[config.mk]
export PLATFORM = sky130hd
export DESIGN_NAME = motor_speed_reply_parser
export DESIGN_NICKNAME = d
export VERILOG_FILES = /design/src/hw/rtl/msrp_pkg.sv /design/src/hw/rtl/motor_speed_reply_parser.sv /design/src/hw/rtl/msrp_parser.sv /design/src/hw/rtl/msrp_out_stage.sv
export SDC_FILE = /design/constraint.sdc
export NUM_CORES = 1
export LEC_CHECK = 0
export ABC_AREA = 1
export BUFFER_PORTS_ARGS = -buffer_cell sky130_fd_sc_hd__buf_2
export CORE_MARGIN = 2
export CORE_UTILIZATION = 35
export CTS_CLUSTER_DIAMETER = 60
export CTS_CLUSTER_SIZE = 24
export DETAILED_ROUTE_END_ITERATION = 10
export SLEW_MARGIN = 20
export SYNTH_ARGS = -nofsm -noshare
export SYNTH_HDL_FRONTEND = slang
export SYNTH_SLANG_ARGS = --single-unit
[constraint.sdc]
create_clock -name clk -period 4 [get_ports clk]
set_clock_uncertainty 0.15 [all_clocks]
set_input_delay 0.8 -clock clk [delete_from_list [all_inputs] [get_ports clk]]
set_output_delay 0.8 -clock clk [all_outputs]
set_load 0.02 [all_outputs]
[src/hw/rtl/msrp_pkg.sv]
// ----------------------------------------------------------------------------
// msrp_pkg
// shared types, character codes and helpers for the motor speed reply parser
// ----------------------------------------------------------------------------
`default_nettype none

package msrp_pkg;

    localparam int BYTE_W  = 8;
    localparam int SPEED_W = 21;
    localparam int DIGIT_W = 4;

    localparam logic [BYTE_W-1:0] CH_QUESTION = 8'd63;
    localparam logic [BYTE_W-1:0] CH_S        = 8'd83;
    localparam logic [BYTE_W-1:0] CH_CR       = 8'd13;
    localparam logic [BYTE_W-1:0] CH_EQUAL    = 8'd61;
    localparam logic [BYTE_W-1:0] CH_COLON    = 8'd58;
    localparam logic [BYTE_W-1:0] CH_MINUS    = 8'd45;
    localparam logic [BYTE_W-1:0] CH_ZERO     = 8'd48;
    localparam logic [BYTE_W-1:0] CH_NINE     = 8'd57;
    localparam logic [BYTE_W-1:0] CH_NUL      = 8'd0;

    typedef enum logic [2:0] {
        PH_HUNT    = 3'd0,
        PH_QMARK   = 3'd1,
        PH_HDR_CR  = 3'd2,
        PH_HDR_S   = 3'd3,
        PH_HDR_EQ  = 3'd4,
        PH_PARSE   = 3'd5,
        PH_IDLE    = 3'd6
    } phase_t;

    typedef struct packed {
        logic               found;
        logic [SPEED_W-1:0] first_speed;
        logic [SPEED_W-1:0] second_speed;
    } result_t;

    // largest value of the given number of decimal digits
    function automatic logic [31:0] digit_bound(input int digits);
        logic [31:0] b;
        b = 32'd1;
        for (int i = 0; i < digits; i++)
        begin
            b = b * 32'd10;
        end
        return b - 32'd1;
    endfunction

endpackage

`default_nettype wire

[src/hw/rtl/motor_speed_reply_parser.sv]
// ----------------------------------------------------------------------------
// motor_speed_reply_parser
// result path: a byte that ends a reading or a buffer goes through the input
//   register, then its result through the result register
// throughput: one byte per cycle (combinational parse) unless a result waits unread
// reset: asynchronous, clears both valid flags and returns the parser to
//   header hunting with zeroed accumulators
// ----------------------------------------------------------------------------
`default_nettype none

module motor_speed_reply_parser #(
    parameter int MAX_DIGITS = 6
) (
    input  wire logic        clk,
    input  wire logic        rst_n,
    input  wire logic        s_axis_tvalid,
    output logic             s_axis_tready,
    input  wire logic [7:0]  s_axis_tdata,   // rx_byte[7:0]
    input  wire logic        s_axis_tlast,   // buffer_end
    output logic             m_axis_tvalid,
    input  wire logic        m_axis_tready,
    output logic [47:0]      m_axis_tdata,   // first_speed[20:0], second_speed[41:21], zero
    output logic             m_axis_tuser    // found
);

    logic                          in_valid_reg;
    logic [msrp_pkg::BYTE_W-1:0]   in_byte_reg;
    logic                          in_last_reg;

    logic              advance;
    logic              has_result;
    logic              can_load;
    msrp_pkg::result_t result;
    msrp_pkg::result_t out_data;

    assign advance       = in_valid_reg && (!has_result || can_load);
    assign s_axis_tready = !in_valid_reg || advance;

    always_ff @(posedge clk or negedge rst_n)
    begin
        if (!rst_n)
        begin
            in_valid_reg <= 1'b0;
        end
        else if (s_axis_tready)
        begin
            in_valid_reg <= s_axis_tvalid;
        end
    end

    always_ff @(posedge clk)
    begin
        if (s_axis_tvalid && s_axis_tready)
        begin
            in_byte_reg <= s_axis_tdata;
            in_last_reg <= s_axis_tlast;
        end
    end

    msrp_parser #(
        .MAX_DIGITS (MAX_DIGITS)
    ) u_parser (
        .clk        (clk),
        .rst_n      (rst_n),
        .advance    (advance),
        .rx_byte    (in_byte_reg),
        .buffer_end (in_last_reg),
        .has_result (has_result),
        .result     (result)
    );

    msrp_out_stage u_out (
        .clk       (clk),
        .rst_n     (rst_n),
        .push      (advance && has_result),
        .push_data (result),
        .can_load  (can_load),
        .out_valid (m_axis_tvalid),
        .out_ready (m_axis_tready),
        .out_data  (out_data)
    );

    assign m_axis_tdata = {6'b000000, out_data.second_speed, out_data.first_speed};
    assign m_axis_tuser = out_data.found;

endmodule

`default_nettype wire

[src/hw/rtl/msrp_parser.sv]
// ----------------------------------------------------------------------------
// msrp_parser
// header match and two-number decimal parse, one byte per advance
// ----------------------------------------------------------------------------
`default_nettype none

module msrp_parser #(
    parameter int MAX_DIGITS = 6
) (
    input  wire logic                       clk,
    input  wire logic                       rst_n,
    input  wire logic                       advance,
    input  wire logic [msrp_pkg::BYTE_W-1:0] rx_byte,
    input  wire logic                       buffer_end,
    output logic                            has_result,
    output msrp_pkg::result_t               result
);

    localparam logic [31:0] BOUND = msrp_pkg::digit_bound(MAX_DIGITS);
    localparam int          ACC_W = $clog2(BOUND + 32'd1);
    localparam int          PRD_W = ACC_W + 4;
    localparam logic [PRD_W-1:0] BOUND_X = PRD_W'(BOUND);

    msrp_pkg::phase_t   phase_reg, phase_next;
    logic [ACC_W-1:0]   first_accum_reg, first_accum_next;
    logic [ACC_W-1:0]   second_accum_reg, second_accum_next;
    logic               first_negative_reg, first_negative_next;
    logic               second_negative_reg, second_negative_next;
    logic               colon_seen_reg, colon_seen_next;

    logic                          is_term;
    logic                          emit_term;
    logic [PRD_W-1:0]              pushed;
    logic [msrp_pkg::DIGIT_W-1:0]  digit;
    logic [msrp_pkg::SPEED_W-1:0]  first_mag;
    logic [msrp_pkg::SPEED_W-1:0]  second_mag;

    assign is_term = (rx_byte == msrp_pkg::CH_CR) || (rx_byte == msrp_pkg::CH_NUL)
                     || rx_byte[msrp_pkg::BYTE_W-1];
    assign digit   = msrp_pkg::DIGIT_W'(rx_byte - msrp_pkg::CH_ZERO);
    assign pushed  = ({second_accum_reg, 3'b000} + {2'b00, second_accum_reg, 1'b0})
                     + PRD_W'(digit);

    always_comb
    begin
        phase_next           = phase_reg;
        first_accum_next     = first_accum_reg;
        second_accum_next    = second_accum_reg;
        first_negative_next  = first_negative_reg;
        second_negative_next = second_negative_reg;
        colon_seen_next      = colon_seen_reg;
        emit_term            = 1'b0;

        case (phase_reg)
            msrp_pkg::PH_HUNT:
            begin
                phase_next = (rx_byte == msrp_pkg::CH_QUESTION) ? msrp_pkg::PH_QMARK
                                                                 : msrp_pkg::PH_HUNT;
            end
            msrp_pkg::PH_QMARK:
            begin
                if (rx_byte == msrp_pkg::CH_S)
                begin
                    phase_next = msrp_pkg::PH_HDR_CR;
                end
                else
                begin
                    phase_next = (rx_byte == msrp_pkg::CH_QUESTION) ? msrp_pkg::PH_QMARK
                                                                     : msrp_pkg::PH_HUNT;
                end
            end
            msrp_pkg::PH_HDR_CR:
            begin
                phase_next = (rx_byte == msrp_pkg::CH_CR) ? msrp_pkg::PH_HDR_S
                                                           : msrp_pkg::PH_IDLE;
            end
            msrp_pkg::PH_HDR_S:
            begin
                phase_next = (rx_byte == msrp_pkg::CH_S) ? msrp_pkg::PH_HDR_EQ
                                                          : msrp_pkg::PH_IDLE;
            end
            msrp_pkg::PH_HDR_EQ:
            begin
                phase_next = (rx_byte == msrp_pkg::CH_EQUAL) ? msrp_pkg::PH_PARSE
                                                              : msrp_pkg::PH_IDLE;
            end
            msrp_pkg::PH_PARSE:
            begin
                if (is_term)
                begin
                    emit_term  = 1'b1;
                    phase_next = msrp_pkg::PH_IDLE;
                end
                else if (rx_byte == msrp_pkg::CH_COLON)
                begin
                    if (!colon_seen_reg)
                    begin
                        colon_seen_next      = 1'b1;
                        first_accum_next     = second_accum_reg;
                        first_negative_next  = second_negative_reg;
                        second_accum_next    = '0;
                        second_negative_next = 1'b0;
                    end
                end
                else if (rx_byte == msrp_pkg::CH_MINUS)
                begin
                    second_negative_next = 1'b1;
                end
                else if (rx_byte inside {[msrp_pkg::CH_ZERO:msrp_pkg::CH_NINE]})
                begin
                    second_accum_next = (pushed > BOUND_X) ? ACC_W'(BOUND)
                                                           : pushed[ACC_W-1:0];
                end
            end
            default:
            begin
                phase_next = msrp_pkg::PH_IDLE;
            end
        endcase
    end

    // reading taken from the values after this byte
    assign first_mag  = msrp_pkg::SPEED_W'(first_accum_next);
    assign second_mag = msrp_pkg::SPEED_W'(second_accum_next);

    always_comb
    begin
        has_result = emit_term || buffer_end;
        if (emit_term || (phase_next == msrp_pkg::PH_PARSE))
        begin
            result.found        = 1'b1;
            result.first_speed  = first_negative_next ? first_mag : (~first_mag + 1'b1);
            result.second_speed = second_negative_next ? (~second_mag + 1'b1) : second_mag;
        end
        else
        begin
            result.found        = 1'b0;
            result.first_speed  = '0;
            result.second_speed = '0;
        end
    end

    always_ff @(posedge clk or negedge rst_n)
    begin
        if (!rst_n)
        begin
            phase_reg           <= msrp_pkg::PH_HUNT;
            first_accum_reg     <= '0;
            second_accum_reg    <= '0;
            first_negative_reg  <= 1'b0;
            second_negative_reg <= 1'b0;
            colon_seen_reg      <= 1'b0;
        end
        else if (advance)
        begin
            if (buffer_end)
            begin
                phase_reg           <= msrp_pkg::PH_HUNT;
                first_accum_reg     <= '0;
                second_accum_reg    <= '0;
                first_negative_reg  <= 1'b0;
                second_negative_reg <= 1'b0;
                colon_seen_reg      <= 1'b0;
            end
            else
            begin
                phase_reg           <= phase_next;
                first_accum_reg     <= first_accum_next;
                second_accum_reg    <= second_accum_next;
                first_negative_reg  <= first_negative_next;
                second_negative_reg <= second_negative_next;
                colon_seen_reg      <= colon_seen_next;
            end
        end
    end

endmodule

`default_nettype wire

[src/hw/rtl/msrp_out_stage.sv]
// ----------------------------------------------------------------------------
// msrp_out_stage
// result register toward the master-side stream
// ----------------------------------------------------------------------------
`default_nettype none

module msrp_out_stage (
    input  wire logic              clk,
    input  wire logic              rst_n,
    input  wire logic              push,
    input  wire msrp_pkg::result_t push_data,
    output logic                   can_load,
    output logic                   out_valid,
    input  wire logic              out_ready,
    output msrp_pkg::result_t      out_data
);

    logic              valid_reg;
    msrp_pkg::result_t data_reg;

    assign can_load  = !valid_reg || out_ready;
    assign out_valid = valid_reg;
    assign out_data  = data_reg;

    always_ff @(posedge clk or negedge rst_n)
    begin
        if (!rst_n)
        begin
            valid_reg <= 1'b0;
        end
        else if (push)
        begin
            valid_reg <= 1'b1;
        end
        else if (out_ready)
        begin
            valid_reg <= 1'b0;
        end
    end

    always_ff @(posedge clk)
    begin
        if (push)
        begin
            data_reg <= push_data;
        end
    end

endmodule

`default_nettype wire

## After elaboration in Yosys (flattened, before gate mapping)

Index checks and enable logic that the tools add are counted.

- $add $sub $neg: 5
- Magnitude comparators: 3
- Equality and inequality tests: 13
- Muxes and demuxes: 43
- Bitwise gates (word level): 3
- Reduce and logical (&&, ||, !) cells: 22

Operator list:

| cell | count |
|---|---|
| $mux W20 | 13 |
| $mux W43 | 1 |
| $add A21 B1 Y21 const B | 2 |
| $mux W21 | 2 |
| $not A20 Y21 | 2 |
| $eq A8 B6 Y1 const B | 4 |
| $add A23 B21 Y24 | 1 |
| $add A24 B4 Y24 | 1 |
| $gt A24 B20 Y1 const B | 1 |
| $mux W1 | 20 |
| $pmux W3 S6 | 1 |
| $mux W3 | 4 |
| $eq A3 B3 Y1 const B | 3 |
| $eq A8 B4 Y1 const B | 1 |
| $eq A8 B7 Y1 const B | 1 |
| $ge A8 B6 Y1 const B | 1 |
| $le A8 B6 Y1 const B | 1 |
| $logic_not A8 Y1 | 1 |
| $logic_or A1 B1 Y1 | 7 |
| $eq A3 B2 Y1 const B | 2 |
| $reduce_bool A2 Y1 | 3 |
| $logic_and A1 B1 Y1 | 4 |
| $mux W2 | 2 |
| $reduce_and A4 Y1 | 1 |
| 8 further kinds | 10 |

- Register bits: 100
- Input bits: 13
- Output and inout bits: 51
- Logic and storage cells: 104

## Logic depth before layout (Yosys ltp)

Gate-level depths: netlist of run 1.

- Word-level depth: 13
- Mapped depth: 31
- Gate-level depth less buffers: 30

## Modules after synthesis

Synthesis of run 1 repeated with hierarchy kept, for this count alone.

- Cell total of the unflattened synthesis: 1090
- Area total of the unflattened synthesis: 7826.3 um2

Modules (own cells, without submodules):

| module | times used | cells each | area each (um2) | seq. area each (um2) |
|---|---|---|---|---|
| msrp_parser | 1 | 1016 | 6100.9 | 1151.1 |
| msrp_out_stage | 1 | 48 | 1336.3 | 1316.3 |
| motor_speed_reply_parser | 1 | 26 | 389.1 | 295.3 |

## Worst setup path before layout of run 1

Ideal clock, no wire load.

- Path kind: register to register
- From: register in_byte_reg[3] in the netlist's numbering
- To: register u_out.data_reg, in the netlist u_out.out_data[14] (data pin)
- Setup time: 0.255 ns
- Arrival: 3.556 ns
- Required time: 3.595 ns
- Slack: 0.039 ns
- Stages on the path, launching flop included: 26
- Buffers on the path: 0
- Clock period less this slack: 3.961 ns
- Cells stage by stage: edfxtp_1 -> inv_1 -> fa_1 -> fa_1 -> inv_1 -> nand3_1 -> nand2_2 -> nand2_1 -> nand2_1 -> nand2_1 -> nand3_1 -> nand2_1 -> nand2_1 -> nor2_4 -> a21oi_4 -> nand3_1 -> nand2_1 -> nand2_1 -> nand2_1 -> ha_1 -> nand3_1 -> nor2_2 -> nand3_1 -> nand2_1 -> and2_1 -> nor2_1

- Word-level cells in the longest chain between the ends: 12
- Elaborated cells between the ends (all ways): 39
- Classes of those cells: add/sub: 3; order compare: 3; eq/ne: 7; mux: 20; bitwise: 1; reduce/logical: 5

RTL lines:

| element | RTL line | text |
|---|---|---|
| from (decl) | motor_speed_reply_parser.sv:27 | `logic [msrp_pkg::BYTE_W-1:0] in_byte_reg;` |
| from (signal assigned) | motor_speed_reply_parser.sv:55 | `in_byte_reg <= s_axis_tdata;` |
| $sub A4 B1 Y4 | msrp_parser.sv:40 | `assign digit = msrp_pkg::DIGIT_W'(rx_byte - msrp_pkg::CH_ZERO);` |
| $add A24 B4 Y24 | msrp_parser.sv:42 | `+ PRD_W'(digit);` |
| $gt A24 B20 Y1 | msrp_parser.sv:111 | `second_accum_next = (pushed > BOUND_X) ? ACC_W'(BOUND)` |
| $mux W20 | msrp_parser.sv:111 |  |
| $mux W20 | msrp_parser.sv:109 | `else if (rx_byte inside {[msrp_pkg::CH_ZERO:msrp_pkg::CH_NINE]})` |
| $mux W20 | msrp_parser.sv:105 | `else if (rx_byte == msrp_pkg::CH_MINUS)` |
| $mux W20 | msrp_parser.sv:94 | `else if (rx_byte == msrp_pkg::CH_COLON)` |
| $mux W20 | msrp_parser.sv:89 | `if (is_term)` |
| $mux W20 | msrp_parser.sv:54 | `case (phase_reg)` |
| $not A20 Y21 | msrp_parser.sv:133 | `result.second_speed = second_negative_next ? (~second_mag + 1'b1) : second_mag;` |
| $add A21 B1 Y21 | msrp_parser.sv:133 |  |
| $mux W21 | msrp_parser.sv:133 |  |
| to (signal assigned) | msrp_out_stage.sv:45 | `data_reg <= push_data;` |
| to (decl) | msrp_out_stage.sv:19 | `msrp_pkg::result_t data_reg;` |

Parallel ways exist; a longest one is shown, timed or not.
A chain may end at the register's enable or synchronous reset.

## Final worst setup path of run 1

- From: register in_byte_reg[3] in the netlist's numbering
- To: register u_out.data_reg, in the netlist u_out.out_data[20] (data pin)

- Word-level cells in the longest chain between the ends: 11
- Elaborated cells between the ends (all ways): 39
- Classes of those cells: add/sub: 3; order compare: 3; eq/ne: 7; mux: 19; bitwise: 1; reduce/logical: 6

RTL lines:

| element | RTL line |
|---|---|
| $sub A4 B1 Y4 | msrp_parser.sv:40 |
| $add A24 B4 Y24 | msrp_parser.sv:42 |
| $gt A24 B20 Y1 | msrp_parser.sv:111 |
| $mux W20 | msrp_parser.sv:111 |
| $mux W20 | msrp_parser.sv:109 |
| $mux W20 | msrp_parser.sv:105 |
| $mux W20 | msrp_parser.sv:94 |
| $mux W20 | msrp_parser.sv:89 |
| $mux W20 | msrp_parser.sv:54 |
| $not A20 Y21 | msrp_parser.sv:133 |
| $add A21 B1 Y21 | msrp_parser.sv:133 |

Parallel ways exist; a longest one is shown, timed or not.

==> flow_summary.json, run 1 <==
{
  "pin_count": 64,
  "p_switching_w": 0.0004984,
  "cts_buffers": 9,
  "postSynth.asyncResetShare_pct": 48.00,
  "clock_power_share_pct": 40.4,
  "vias": 7682,
  "regArea_um2": 2774,
  "yosysMostFrequentCell": "nand2_1",
  "drive_gt1_share_pct": 30.32,
  "critPathMostFrequentCell": "nand2_1",
  "grt_pass1_vias": 7279,
  "maxCapViolCount": 0,
  "synth-edff-count": 52,
  "dp_slack_ns": -0.3220,
  "syn-instance-count": 1072,
  "synth_seq_area_share_pct": 35.99,
  "endpoint_kind": "flip-flop",
  "route.met2.wl_um": 10380,
  "hold_viol_final": 0,
  "rows": 54,
  "synth-seq-cells": 100,
  "p_total_w": 0.002136,
  "core_um2": 21690,
  "hold_ws_ns": 0.3184,
  "postCtsHoldBufs": 0,
  "crit_start": "in_byte_reg[3]",
  "hp-class": "input port to async pin",
  "fin_ws_ns": -0.06716,
  "p_sw_share_pct": 23.33,
  "clkSlewWorstSetupHoldPaths_ns": 0.07,
  "max_freq_ghz": 0.2459,
  "ys_types": 48,
  "gp_congestion": 0.8916,
  "leakage_nw": 4.924,
  "die_area_um2": 23130,
  "syn_area_per_cell_um2": 7.161,
  "portBuffers": 57,
  "finalSetupViolCount": 8,
  "worstSetupPathType": "flip-flop to flip-flop",
  "antenna_found_initial": 0,
  "dr.pass1.iters": 5,
  "cts-root-buf": "clkbuf_16",
  "fillers": 2170,
  "relSlewSlack_pct": 49.27,
  "wl_per_cell_um": 14.43,
  "worst_ir_drop_vdd_mv": 0.1993,
  "p_per_area_nw_per_um2": 212.3,
  "m1WireLength_um": 10290,
  "drc_errors": 0,
  "start_util_pct": 35.39,
  "fin_util_pct": 46.38,
  "cp_slowest_cell": "fa_2",
  "ys_top_cells_by_area": "edfxtp_1 (20%), dfrtp_1 (16%), nand2_1 (15%), inv_1 (7.4%), ha_1 (6.7%)",
  "status": "finished, violations left",
  "critPathMaxStageDelay_ns": 0.46,
  "area_delta_synth_final_pct": 31.05,
  "grt_pass1_wl_um": 35640,
  "p_int_w": 0.001637,
  "layout_worst_path_cycle_share_pct": 101.7,
  "ctsHtreeMaxLevel": 3,
  "grt_max_degree": 49,
  "multiInputGateArea_um2": 4706,
  "yosys_warnings": 0,
  "synth_top_area_share_pct": 20.34,
  "ant_nets": 0,
  "met3_length_um": 759,
  "synth_top_cell_by_area": "edfxtp_1",
  "period_minus_slack_ns": 4.067,
  "clk-insertion-delay-late_ns": 0.35,
  "clock_path_buffers": 2,
  "dp.cells": 1501,
  "highest_layer": "met4",
  "drt-total-wl_um": 22070,
  "drt_first_iter_violations": 454,
  "cts_tree": "done",
  "final_nets": 1301,
  "crit_chain": "inv_2, fa_2, fa_2, inv_2, nand3_2, nand2_4, nand3_4, nand3_2, nand2_1, nand2_1, nand2_1, nor2_2, inv_2, a21oi_4, nand3_1, nand2_1, nand2_1, nand2_2, ha_4, nand3_4, nor2_4, nand4_1, nor3_1, nor2_1",
  "die_w_um": 152.1,
  "worst_slew_pin_slew_ns": 0.7601,
  "overflow": 0,
  "worst-path-buf-inv": 3,
  "final-max-slew-violation-count": 0,
  "worstPathMaxFanout": 5,
  "final_cells": 1530,
  "rsz0062_at_grt": "true",
  "violations": "setup timing",
  "die_h_um": 152.1,
  "synth_ff_type": "edfxtp_1",
  "worstSetupStartpointType": "flip-flop",
  "crit_family": "simple AND/OR/NAND/NOR gates",
  "ys_top_cells_by_count": "nand2_1 (298), inv_1 (152), a21oi_1 (70), nand3_1 (70), nor2_1 (70)",
  "combPwrFrac_pct": 7.0,
  "p_seq_share_pct": 52.6,
  "cp.required_ns": 3.96,
  "cp.arrival_ns": 4.03,
  "rr_startpoint": "in_byte_reg[3]",
  "largest_register_ffs": 43,
  "dp_hpwl_um": 16490,
  "synth.cell_area_um2": 7676,
  "grt_usage_pct": 18.84,
  "n_antenna_cell": 0,
  "vias_per_cell": 5.021,
  "clock_sinks": 100
}
-- layout by cell type (no fill, tap or decap), types with 8 or more instances in the layout --
| cell | count |
|---|---|
| nor2_1 | 56 |
| dfrtp_1 | 39 |
| nand3_2 | 21 |
| a31oi_1 | 8 |
| ha_1 | 26 |
| edfxtp_1 | 52 |
| dfrtp_2 | 9 |
| o21ai_0 | 27 |
| nand3_1 | 52 |
| nand4_1 | 20 |
| inv_1 | 143 |
| ha_4 | 15 |
| clkbuf_16 | 9 |
| nor2_4 | 11 |
| o21a_1 | 14 |
| inv_2 | 11 |
| nand2_2 | 50 |
| o21ai_1 | 14 |
| buf_4 | 135 |
| a21oi_1 | 66 |
| nor2_2 | 17 |
| nor3_1 | 15 |
| nand2_1 | 259 |
| o22ai_1 | 45 |
| buf_2 | 57 |
-- through the flow --
step,instance area (um^2),setup TNS [ns]
floorplan,7695,0
global placement,9095,-2.958
detailed placement,9095,-3.804
CTS,9585,0
global route,10060,-3.477
finish,10060,-0.2514
-- kinds of logic after synthesis --
group	share of synthesized area, %
AOI/OAI and AO/OA	14.90
and+or+nand+nor	30.79
other	0.04885
buffers and inverters	10.38
DFF	35.99
adders and majority gates	7.205
xor gates and xnor gates	0.6847
-- final timing paths --
path | cells past startpoint | endpoint | slack [ns]
max | 24 | u_out.out_data[20] | -0.07
min | 1 | u_parser.phase_reg[2] | 0.32
max reg2reg | 24 | u_out.out_data[20] | -0.07
min reg2reg | 1 | u_parser.colon_seen_reg | 0.33
max in group asynchronous | 2 | u_parser.second_accum_reg[14] | 2.55
min in group clk | 1 | u_parser.colon_seen_reg | 0.33
-- cell type report --
type	count	share of cell area, %
multi-input cells	779	46.78
clock inverters	2	0.3731
flip-flops and latches	100	27.57
clock buffers	14	2.425
repair buffers	197	13.47
well taps	280	3.483
inverters	158	5.896
-- worst register-to-register path: stages, from the launching register on --
cell,delay [ns]
edfxtp_1,0.41
inv_2,0.09
fa_2,0.46
fa_2,0.37
inv_2,0.09
nand3_2,0.08
nand2_4,0.15
nand3_4,0.09
nand3_2,0.08
nand2_1,0.05
nand2_1,0.08
nand2_1,0.07
nor2_2,0.15
inv_2,0.06
a21oi_4,0.20
nand3_1,0.11
nand2_1,0.06
nand2_1,0.06
nand2_2,0.09
ha_4,0.15
nand3_4,0.09
nor2_4,0.22
nand4_1,0.21
nor3_1,0.18
nor2_1,0.05
-- metal layers --
layer,global-route usage (%),up-vias
met2,31.85,160
met5,0,-
met3,3.052,42
li1,-,3900
met1,24.72,3580
met4,6.053,0
-- timing repair --
item,4_1_cts,5_1_grt
setup endpoints to repair,19,20
setup buffers,5,9
gates resized for setup,52,98
pin swaps,27,22
-- power groups by stage --
stage	clock, W	sequential, W	combinational (W)
after floorplan	0	0.00117	0.0000637
after global placement	0	0.00115	0.000145
after detailed placement	0	0.00115	0.000146
after CTS	0.000884	0.00112	0.000147
after global routing	0.000917	0.00113	0.000161
final	0.000863	0.00112	0.000149
Note: power is estimated with default switching activity, not from simulation.
==> inputs of run 2 (changes only) <==
Settings changed: ABC_AREA 1 to unset.
==> run 2 against run 1 <==
  * The flow still finishes with violations (setup timing)
  * Critical endpoint is now u_out.out_data[4]
  * Total power is 4.4% higher
  * Design area is 3.2% higher
  * Sequential share of layout area is 0.96 points lower
  * Clock-buffer cell count is 3 lower
  * Via count is 0.70% lower
  * Critical path type unchanged
  * Sequential power hardly changed
  * First-iteration DRC count is 67% higher
  * Register-to-register slack worse by 0.62 ns
==> flow_summary.json, run 2 <==
{
  "status": "finished, violations left",
  "violations": "setup timing",
  "max_freq_ghz": 0.2131,
  "leakage_nw": 4.576,
  "yosys_warnings": 0,
  "die_h_um": 148.7,
  "worstSetupPathType": "flip-flop to flip-flop",
  "dp_hpwl_um": 19140,
  "combPwrFrac_pct": 6.3,
  "final_area_um2": 10380,
  "synth.cell_area_um2": 7330,
  "largest_register_ffs": 43,
  "n_antenna_cell": 0,
  "drc_errors": 0,
  "cts_buffers": 9,
  "vias_per_cell": 5.650,
  "ctsHtreeMaxLevel": 3,
  "syn_area_per_cell_um2": 9.027,
  "core_um2": 20360,
  "placed_cell_area_um2": 9494,
  "clock_sinks": 100,
  "maxCapViolCount": 0,
  "clkSlewWorstSetupHoldPaths_ns": 0.07,
  "fin_ws_ns": -0.6920,
  "cp_slowest_cell": "fa_1",
  "grt_max_degree": 44,
  "p_sw_share_pct": 23.69,
  "fin_util_pct": 50.96,
  "critPathMaxStageDelay_ns": 0.59,
  "synth-edff-count": 52,
  "regArea_um2": 2763,
  "yosysMostFrequentCell": "nor2_1",
  "cts_tree": "done",
  "hp-class": "flip-flop to flip-flop",
  "start_util_pct": 35.99,
  "synth_top_area_share_pct": 21.30,
  "p_seq_share_pct": 50.2,
  "yosys.area_share.simple_pct": 18.93,
  "endpoint_kind": "flip-flop",
  "cp.required_ns": 3.94,
  "clock_power_share_pct": 43.5,
  "worst_ir_drop_vdd_mv": 0.1799,
  "period_minus_slack_ns": 4.692,
  "synth_compound_area_share_pct": 24.24,
  "grt_pass1_vias": 7361,
  "synth_seq_area_share_pct": 37.69,
  "worstSetupStartpointType": "flip-flop",
  "rows": 52,
  "fillers": 1896,
  "layout_common_cells": "buf_4 (225), nand2_1 (69), nor2_1 (69)",
  "synthAdderAreaFrac_pct": 7.545,
  "p_int_w": 0.001701,
  "dr.pass1.iters": 5,
  "multiInputGateArea_um2": 4736,
  "syn-instance-count": 812,
  "worst_slew_pin_slew_ns": 0.8967,
  "ant_nets": 0,
  "p_switching_w": 0.0005281,
  "die_w_um": 148.7,
  "relSlewSlack_pct": 40.00,
  "synthXorXnorAreaFrac_pct": 3.704,
  "rsz0062_at_grt": "true",
  "worstPathMaxFanout": 4,
  "vias": 7628,
  "drt_first_iter_violations": 759,
  "die_area_um2": 22110,
  "portBuffers": 57,
  "synth_mux_area_share_pct": 3.738,
  "overflow": 0,
  "final_cells": 1350,
  "hold_viol_final": 0,
  "final-max-slew-violation-count": 0,
  "antenna_found_initial": 0,
  "clock_path_buffers": 2,
  "p_per_area_nw_per_um2": 214.8,
  "cp.arrival_ns": 4.64,
  "clk-insertion-delay-late_ns": 0.36,
  "wl_per_cell_um": 18.24,
  "synth-seq-cells": 100,
  "drt-total-wl_um": 24620,
  "finalSetupViolCount": 35,
  "drive_gt1_share_pct": 35.37,
  "pin_count": 64,
  "synth_ff_type": "edfxtp_1",
  "crit_chain": "inv_2, fa_1, inv_1, ha_1, a21o_1, a221o_2, a31oi_4, nor4_1, a311o_1, or4_4, a31oi_4, a22oi_2, nor2_2, ha_4, nand2_1, o21ai_2, xor2_1, buf_4, nor2_2",
  "layout_commonest_cell": "buf_4",
  "layout_worst_path_cycle_share_pct": 117.3,
  "ys_top_cells_by_area": "edfxtp_1 (21%), dfrtp_1 (16%), ha_1 (7.0%), a21oi_1 (4.2%), nor2_1 (4.0%)",
  "ys_top_cells_by_count": "nor2_1 (78), nand2_1 (69), a21oi_1 (62)",
  "postCtsHoldBufs": 0,
  "ys_types": 79,
  "final_nets": 1131,
  "gp_congestion": 0.9481,
  "synth_top_family_by_area": "compound AO/OA/AOI/OAI gates",
  "grt_pass1_wl_um": 39540,
  "hold_ws_ns": 0.3296,
  "dp.cells": 1313,
  "area_delta_synth_final_pct": 41.60,
  "grt_usage_pct": 22.83,
  "synth_top_cell_by_area": "edfxtp_1",
  "postSynth.asyncResetShare_pct": 48.00,
  "cts-root-buf": "clkbuf_16"
}
run 2: final cells by class:
class,instances,share of cell area [%]
clock buffers,11,2.242
clock inverters,5,0.8198
inverters,24,0.9644
multi-input cells,647,45.63
flip-flops and latches,100,26.62
well taps,270,3.255
repair buffers,293,20.47
run 2: final timing paths:
| path | start | depth (start not counted) | slack [ns] | endpoint |
|---|---|---|---|---|
| worst max-delay path | in_byte_reg[3] | 19 | -0.69 | u_out.out_data[4] |
| worst min-delay path | u_parser.first_accum_reg[19] | 2 | 0.33 | u_parser.first_accum_reg[19] |
| worst max register to register | in_byte_reg[3] | 19 | -0.69 | u_out.out_data[4] |
| worst min register to register | u_parser.first_accum_reg[19] | 2 | 0.33 | u_parser.first_accum_reg[19] |
| max in group asynchronous | rst_n | 2 | 2.54 | u_parser.second_accum_reg[17] |
| min in group asynchronous | rst_n | 1 | 0.37 | in_valid_reg |
run 2: kinds of logic after synthesis:
family / after synthesis
adder cells (fa/ha/maj): 43
other: 1
buffers and inverters: 70
multiplexers: 27
flip-flops: 100
AO/OA/AOI/OAI: 257
AND/OR/NAND/NOR: 283
XOR/XNOR: 31
run 2: metrics by stage:
stage                     setup TNS, ns  power (W)  setup WS (ns)
after floorplan                  -11.38   0.001219        -0.6676
after global placement           -15.55   0.001279        -0.7079
after detailed placement         -16.23   0.001280        -0.7397
after CTS                        -13.03   0.002252        -0.6199
after global routing             -19.84   0.002302        -0.8599
final                            -14.64   0.002229        -0.6920
run 2: power by group through the flow:
stage | clock (W) | combinational, W | sequential, W
after floorplan | 0 | 0.0000527 | 0.00117
after global placement | 0 | 0.000138 | 0.00114
after detailed placement | 0 | 0.000138 | 0.00114
after CTS | 0.000994 | 0.000139 | 0.00112
after global routing | 0.00103 | 0.000153 | 0.00112
final | 0.000969 | 0.000141 | 0.00112
run 2: routing by layer:
metal	part of all wire (%)	GRT usage, %	up-vias	wire length (um)
met3	5.0	2.791	44	1226
met2	46	36.90	294	11280
met5	0	0	-	0
met1	47	32.27	3680	11480
li1	-	-	3610	-
met4	2.6	6.476	0	636
run 2: critical path, delay by kind of cell (launching register included):
| kind | cells | cell delay [ns] |
|---|---|---|
| compound gates | 7 | 1.59 |
| xor+xnor | 1 | 0.19 |
| flops | 1 | 0.36 |
| buf+inv | 3 | 0.27 |
| fa+ha+maj | 3 | 1.08 |
| simple gates | 5 | 0.80 |
run 2: repair_timing:
item	in CTS	in global routing
setup endpoints to repair	36	42
pin swaps	20	23
buffers inserted	13	8
gates resized for setup	51	28
==> inputs of run 3 (changes only) <==
Settings changed: SYNTH_HIERARCHICAL set to 1.
==> run 3 against run 2 <==
  * Setup slack lost 0.036 ns
  * Final cell count shrank 4.4%
  * Critical path type unchanged
  * Combinational power grew 120%
  * Largest cell class unchanged
  * Global-route usage shrank 3.2 points
  * Worst hold slack lost 0.035 ns
  * Via count shrank 7.3%
  * Sequential power is essentially flat
  * Wire length shrank 12%
  * Synthesized cell count shrank 1.6%
  * The run still ends with setup timing left
==> flow_summary.json, run 3 <==
{
  "ant_nets": 0,
  "dp_slack_ns": -0.8074,
  "r2r_setup_slack_ns": -0.73,
  "final-max-slew-violation-count": 0,
  "largest_register_ffs": 43,
  "crit_chain": "inv_2, fa_2, inv_2, ha_4, a21o_1, nand4_1, a211oi_2, o31a_1, buf_4, a22o_1, o221a_4, buf_6, a31oi_4, a221o_1, nor4b_4, buf_4, buf_8, a31oi_4, xor2_1, nor2_1",
  "rsz0062_at_grt": "true",
  "hold_viol_final": 0,
  "ys_top_cells_by_count": "nor2_1 (91), a21oi_1 (70), edfxtp_1 (52)",
  "layout_commonest_cell": "buf_4",
  "core_um2": 20230,
  "fin_ws_ns": -0.7285,
  "portBuffers": 57,
  "antenna_found_initial": 0,
  "cts_buffers": 9,
  "postSynth.asyncResetShare_pct": 48.00,
  "worstSetupStartpointType": "flip-flop",
  "n_antenna_cell": 0,
  "critPathMaxStageDelay_ns": 0.59,
  "grt_max_degree": 44,
  "cts-root-buf": "clkbuf_16",
  "synth_top_area_share_pct": 21.58,
  "die_area_um2": 21840,
  "drive_gt1_share_pct": 35.85,
  "final_area_um2": 10000,
  "overflow": 0,
  "fillers": 1861,
  "layout_common_cells": "buf_4 (187), nor2_1 (89), a21oi_1 (59)",
  "final_nets": 1071,
  "finalSetupViolCount": 34,
  "placed_cell_area_um2": 9095,
  "die_h_um": 147.8,
  "syn-instance-count": 799,
  "ctsHtreeMaxLevel": 3,
  "synth_top_cell_by_area": "edfxtp_1",
  "synth_ff_type": "edfxtp_1",
  "multiInputGateArea_um2": 4627,
  "cp.arrival_ns": 4.66,
  "vias": 7068,
  "p_per_area_nw_per_um2": 241.8,
  "ys_types": 89,
  "synth-seq-cells": 100,
  "grt_pass1_wl_um": 34400,
  "yosysMostFrequentCell": "nor2_1",
  "endpoint_kind": "flip-flop",
  "drt_first_iter_violations": 416,
  "cp_slowest_cell": "fa_2",
  "worstSetupPathType": "flip-flop to flip-flop",
  "wl_per_cell_um": 16.85,
  "worst-path-buf-inv": 6,
  "violations": "setup timing",
  "gp_congestion": 0.9086,
  "status": "finished, violations left",
  "maxCapViolCount": 0,
  "synth_seq_area_share_pct": 38.18,
  "drt-total-wl_um": 21760,
  "syn_area_per_cell_um2": 9.056,
  "ys_top_cells_by_area": "edfxtp_1 (22%), dfrtp_1 (17%), ha_1 (6.9%), a21oi_1 (4.8%), nor2_1 (4.7%)",
  "p_total_w": 0.002418,
  "die_w_um": 147.8,
  "clkSlewWorstSetupHoldPaths_ns": 0.08,
  "clock_sinks": 100,
  "vias_per_cell": 5.475,
  "leakage_nw": 4.167,
  "worstPathMaxFanout": 6,
  "rows": 52,
  "synth-edff-count": 52,
  "dp_hpwl_um": 16420,
  "clk-insertion-delay-late_ns": 0.35,
  "area_delta_synth_final_pct": 38.23,
  "dr.pass1.iters": 5,
  "grt_usage_pct": 19.60,
  "worst_ir_drop_vdd_mv": 0.1878,
  "drc_errors": 0,
  "pin_count": 64,
  "clock_path_buffers": 2,
  "period_minus_slack_ns": 4.728,
  "crit_family": "compound AO/OA/AOI/OAI gates",
  "max_freq_ghz": 0.2115,
  "start_util_pct": 35.76,
  "worst_slew_pin_slew_ns": 1.003,
  "grt_pass1_vias": 6653,
  "hp-class": "input port to async pin",
  "regArea_um2": 2764,
  "cts_tree": "done",
  "synth.cell_area_um2": 7236,
  "relSlewSlack_pct": 32.89,
  "cp.required_ns": 3.93,
  "yosys_warnings": 6,
  "layout_worst_path_cycle_share_pct": 118.2
}
==> run 3: cell types whose count changed in the layout (fill, tap and decap cells not counted), moves of 8 or more <==
cell / previous run / this run
inv_1: 20 / 39
o31ai_1: 15 / 3
xnor2_1: 10 / 22
nand3_1: 22 / 14
o22ai_1: 4 / 30
nor3_1: 13 / 23
nand2_1: 69 / 31
buf_4: 225 / 187
mux2i_1: 24 / 3
nor2_1: 69 / 89
==> run 3: per-stage QoR <==
stage	std cells	util [%]	setup TNS [ns]	hold WS, ns
final	1291	49.43	-12.68	0.2942
after CTS	1285	48.17	-11.04	0.3841
after global routing	1291	49.43	-19.03	0.3284
after global placement	1259	44.95	-10.27	0.3590
after detailed placement	1259	44.95	-14.09	0.3679
after floorplan	804	-	-6.397	0.3143
==> run 3: layout make-up <==
| cell class | count | area share (%) |
|---|---|---|
| multi-input combinational | 610 | 46.26 |
| sequential | 100 | 27.63 |
| timing repair buffer | 251 | 17.86 |
| tap | 270 | 3.378 |
| clock buffer | 10 | 2.289 |
| inverter | 44 | 1.651 |
| clock inverter | 6 | 0.9257 |
==> run 3: report_power, final <==
group	switching [W]	internal, W
Sequential	0.0000187	0.00112
Clock	0.000418	0.000557
Combinational	0.000191	0.000117
==> run 3: path summary, 6_finish.rpt <==
check                                        startpoint  cells past startpoint                          end
max in group asynchronous                         rst_n                      2  u_parser/first_accum_reg[6]
setup / recovery           u_parser/second_accum_reg[2]                     20           u_out/out_data[14]
min in group clk            u_parser/first_accum_reg[7]                      1  u_parser/first_accum_reg[7]
setup reg to reg           u_parser/second_accum_reg[2]                     20           u_out/out_data[14]
hold reg to reg             u_parser/first_accum_reg[7]                      1  u_parser/first_accum_reg[7]
hold / removal                                    rst_n                      1        u_parser/phase_reg[2]
==> run 3: repair_timing <==
action | CTS | global route
buffers inserted | 12 | 6
pin swaps | 31 | 30
hold buffers | 0 | 0
resized for setup | 48 | 39
setup endpoints to repair | 36 | 43
==> run 3: logic make-up (layout without fill, tap and decap cells) <==
kind of cell | Yosys count | after routing | share of synthesized area [%]
muxes | 7 | 7 | 1.055
adders and majority gates | 42 | 42 | 7.470
AOI/OAI and AO/OA | 266 | 266 | 24.80
and+or+nand+nor | 250 | 250 | 18.09
DFF | 100 | 100 | 38.18
buffers and inverters | 94 | 311 | 5.637
xor gates and xnor gates | 39 | 39 | 4.721
other | 1 | 6 | 0.05183
==> run 3: metal layers <==
layer | GRT usage (%) | wire [um] | up-vias
met2 | 30.53 | 9935 | 222
met3 | 2.469 | 1160 | 31
met5 | 0 | 0 | -
li1 | - | - | 3431
met4 | 6.106 | 541 | 0
met1 | 28.42 | 10120 | 3384
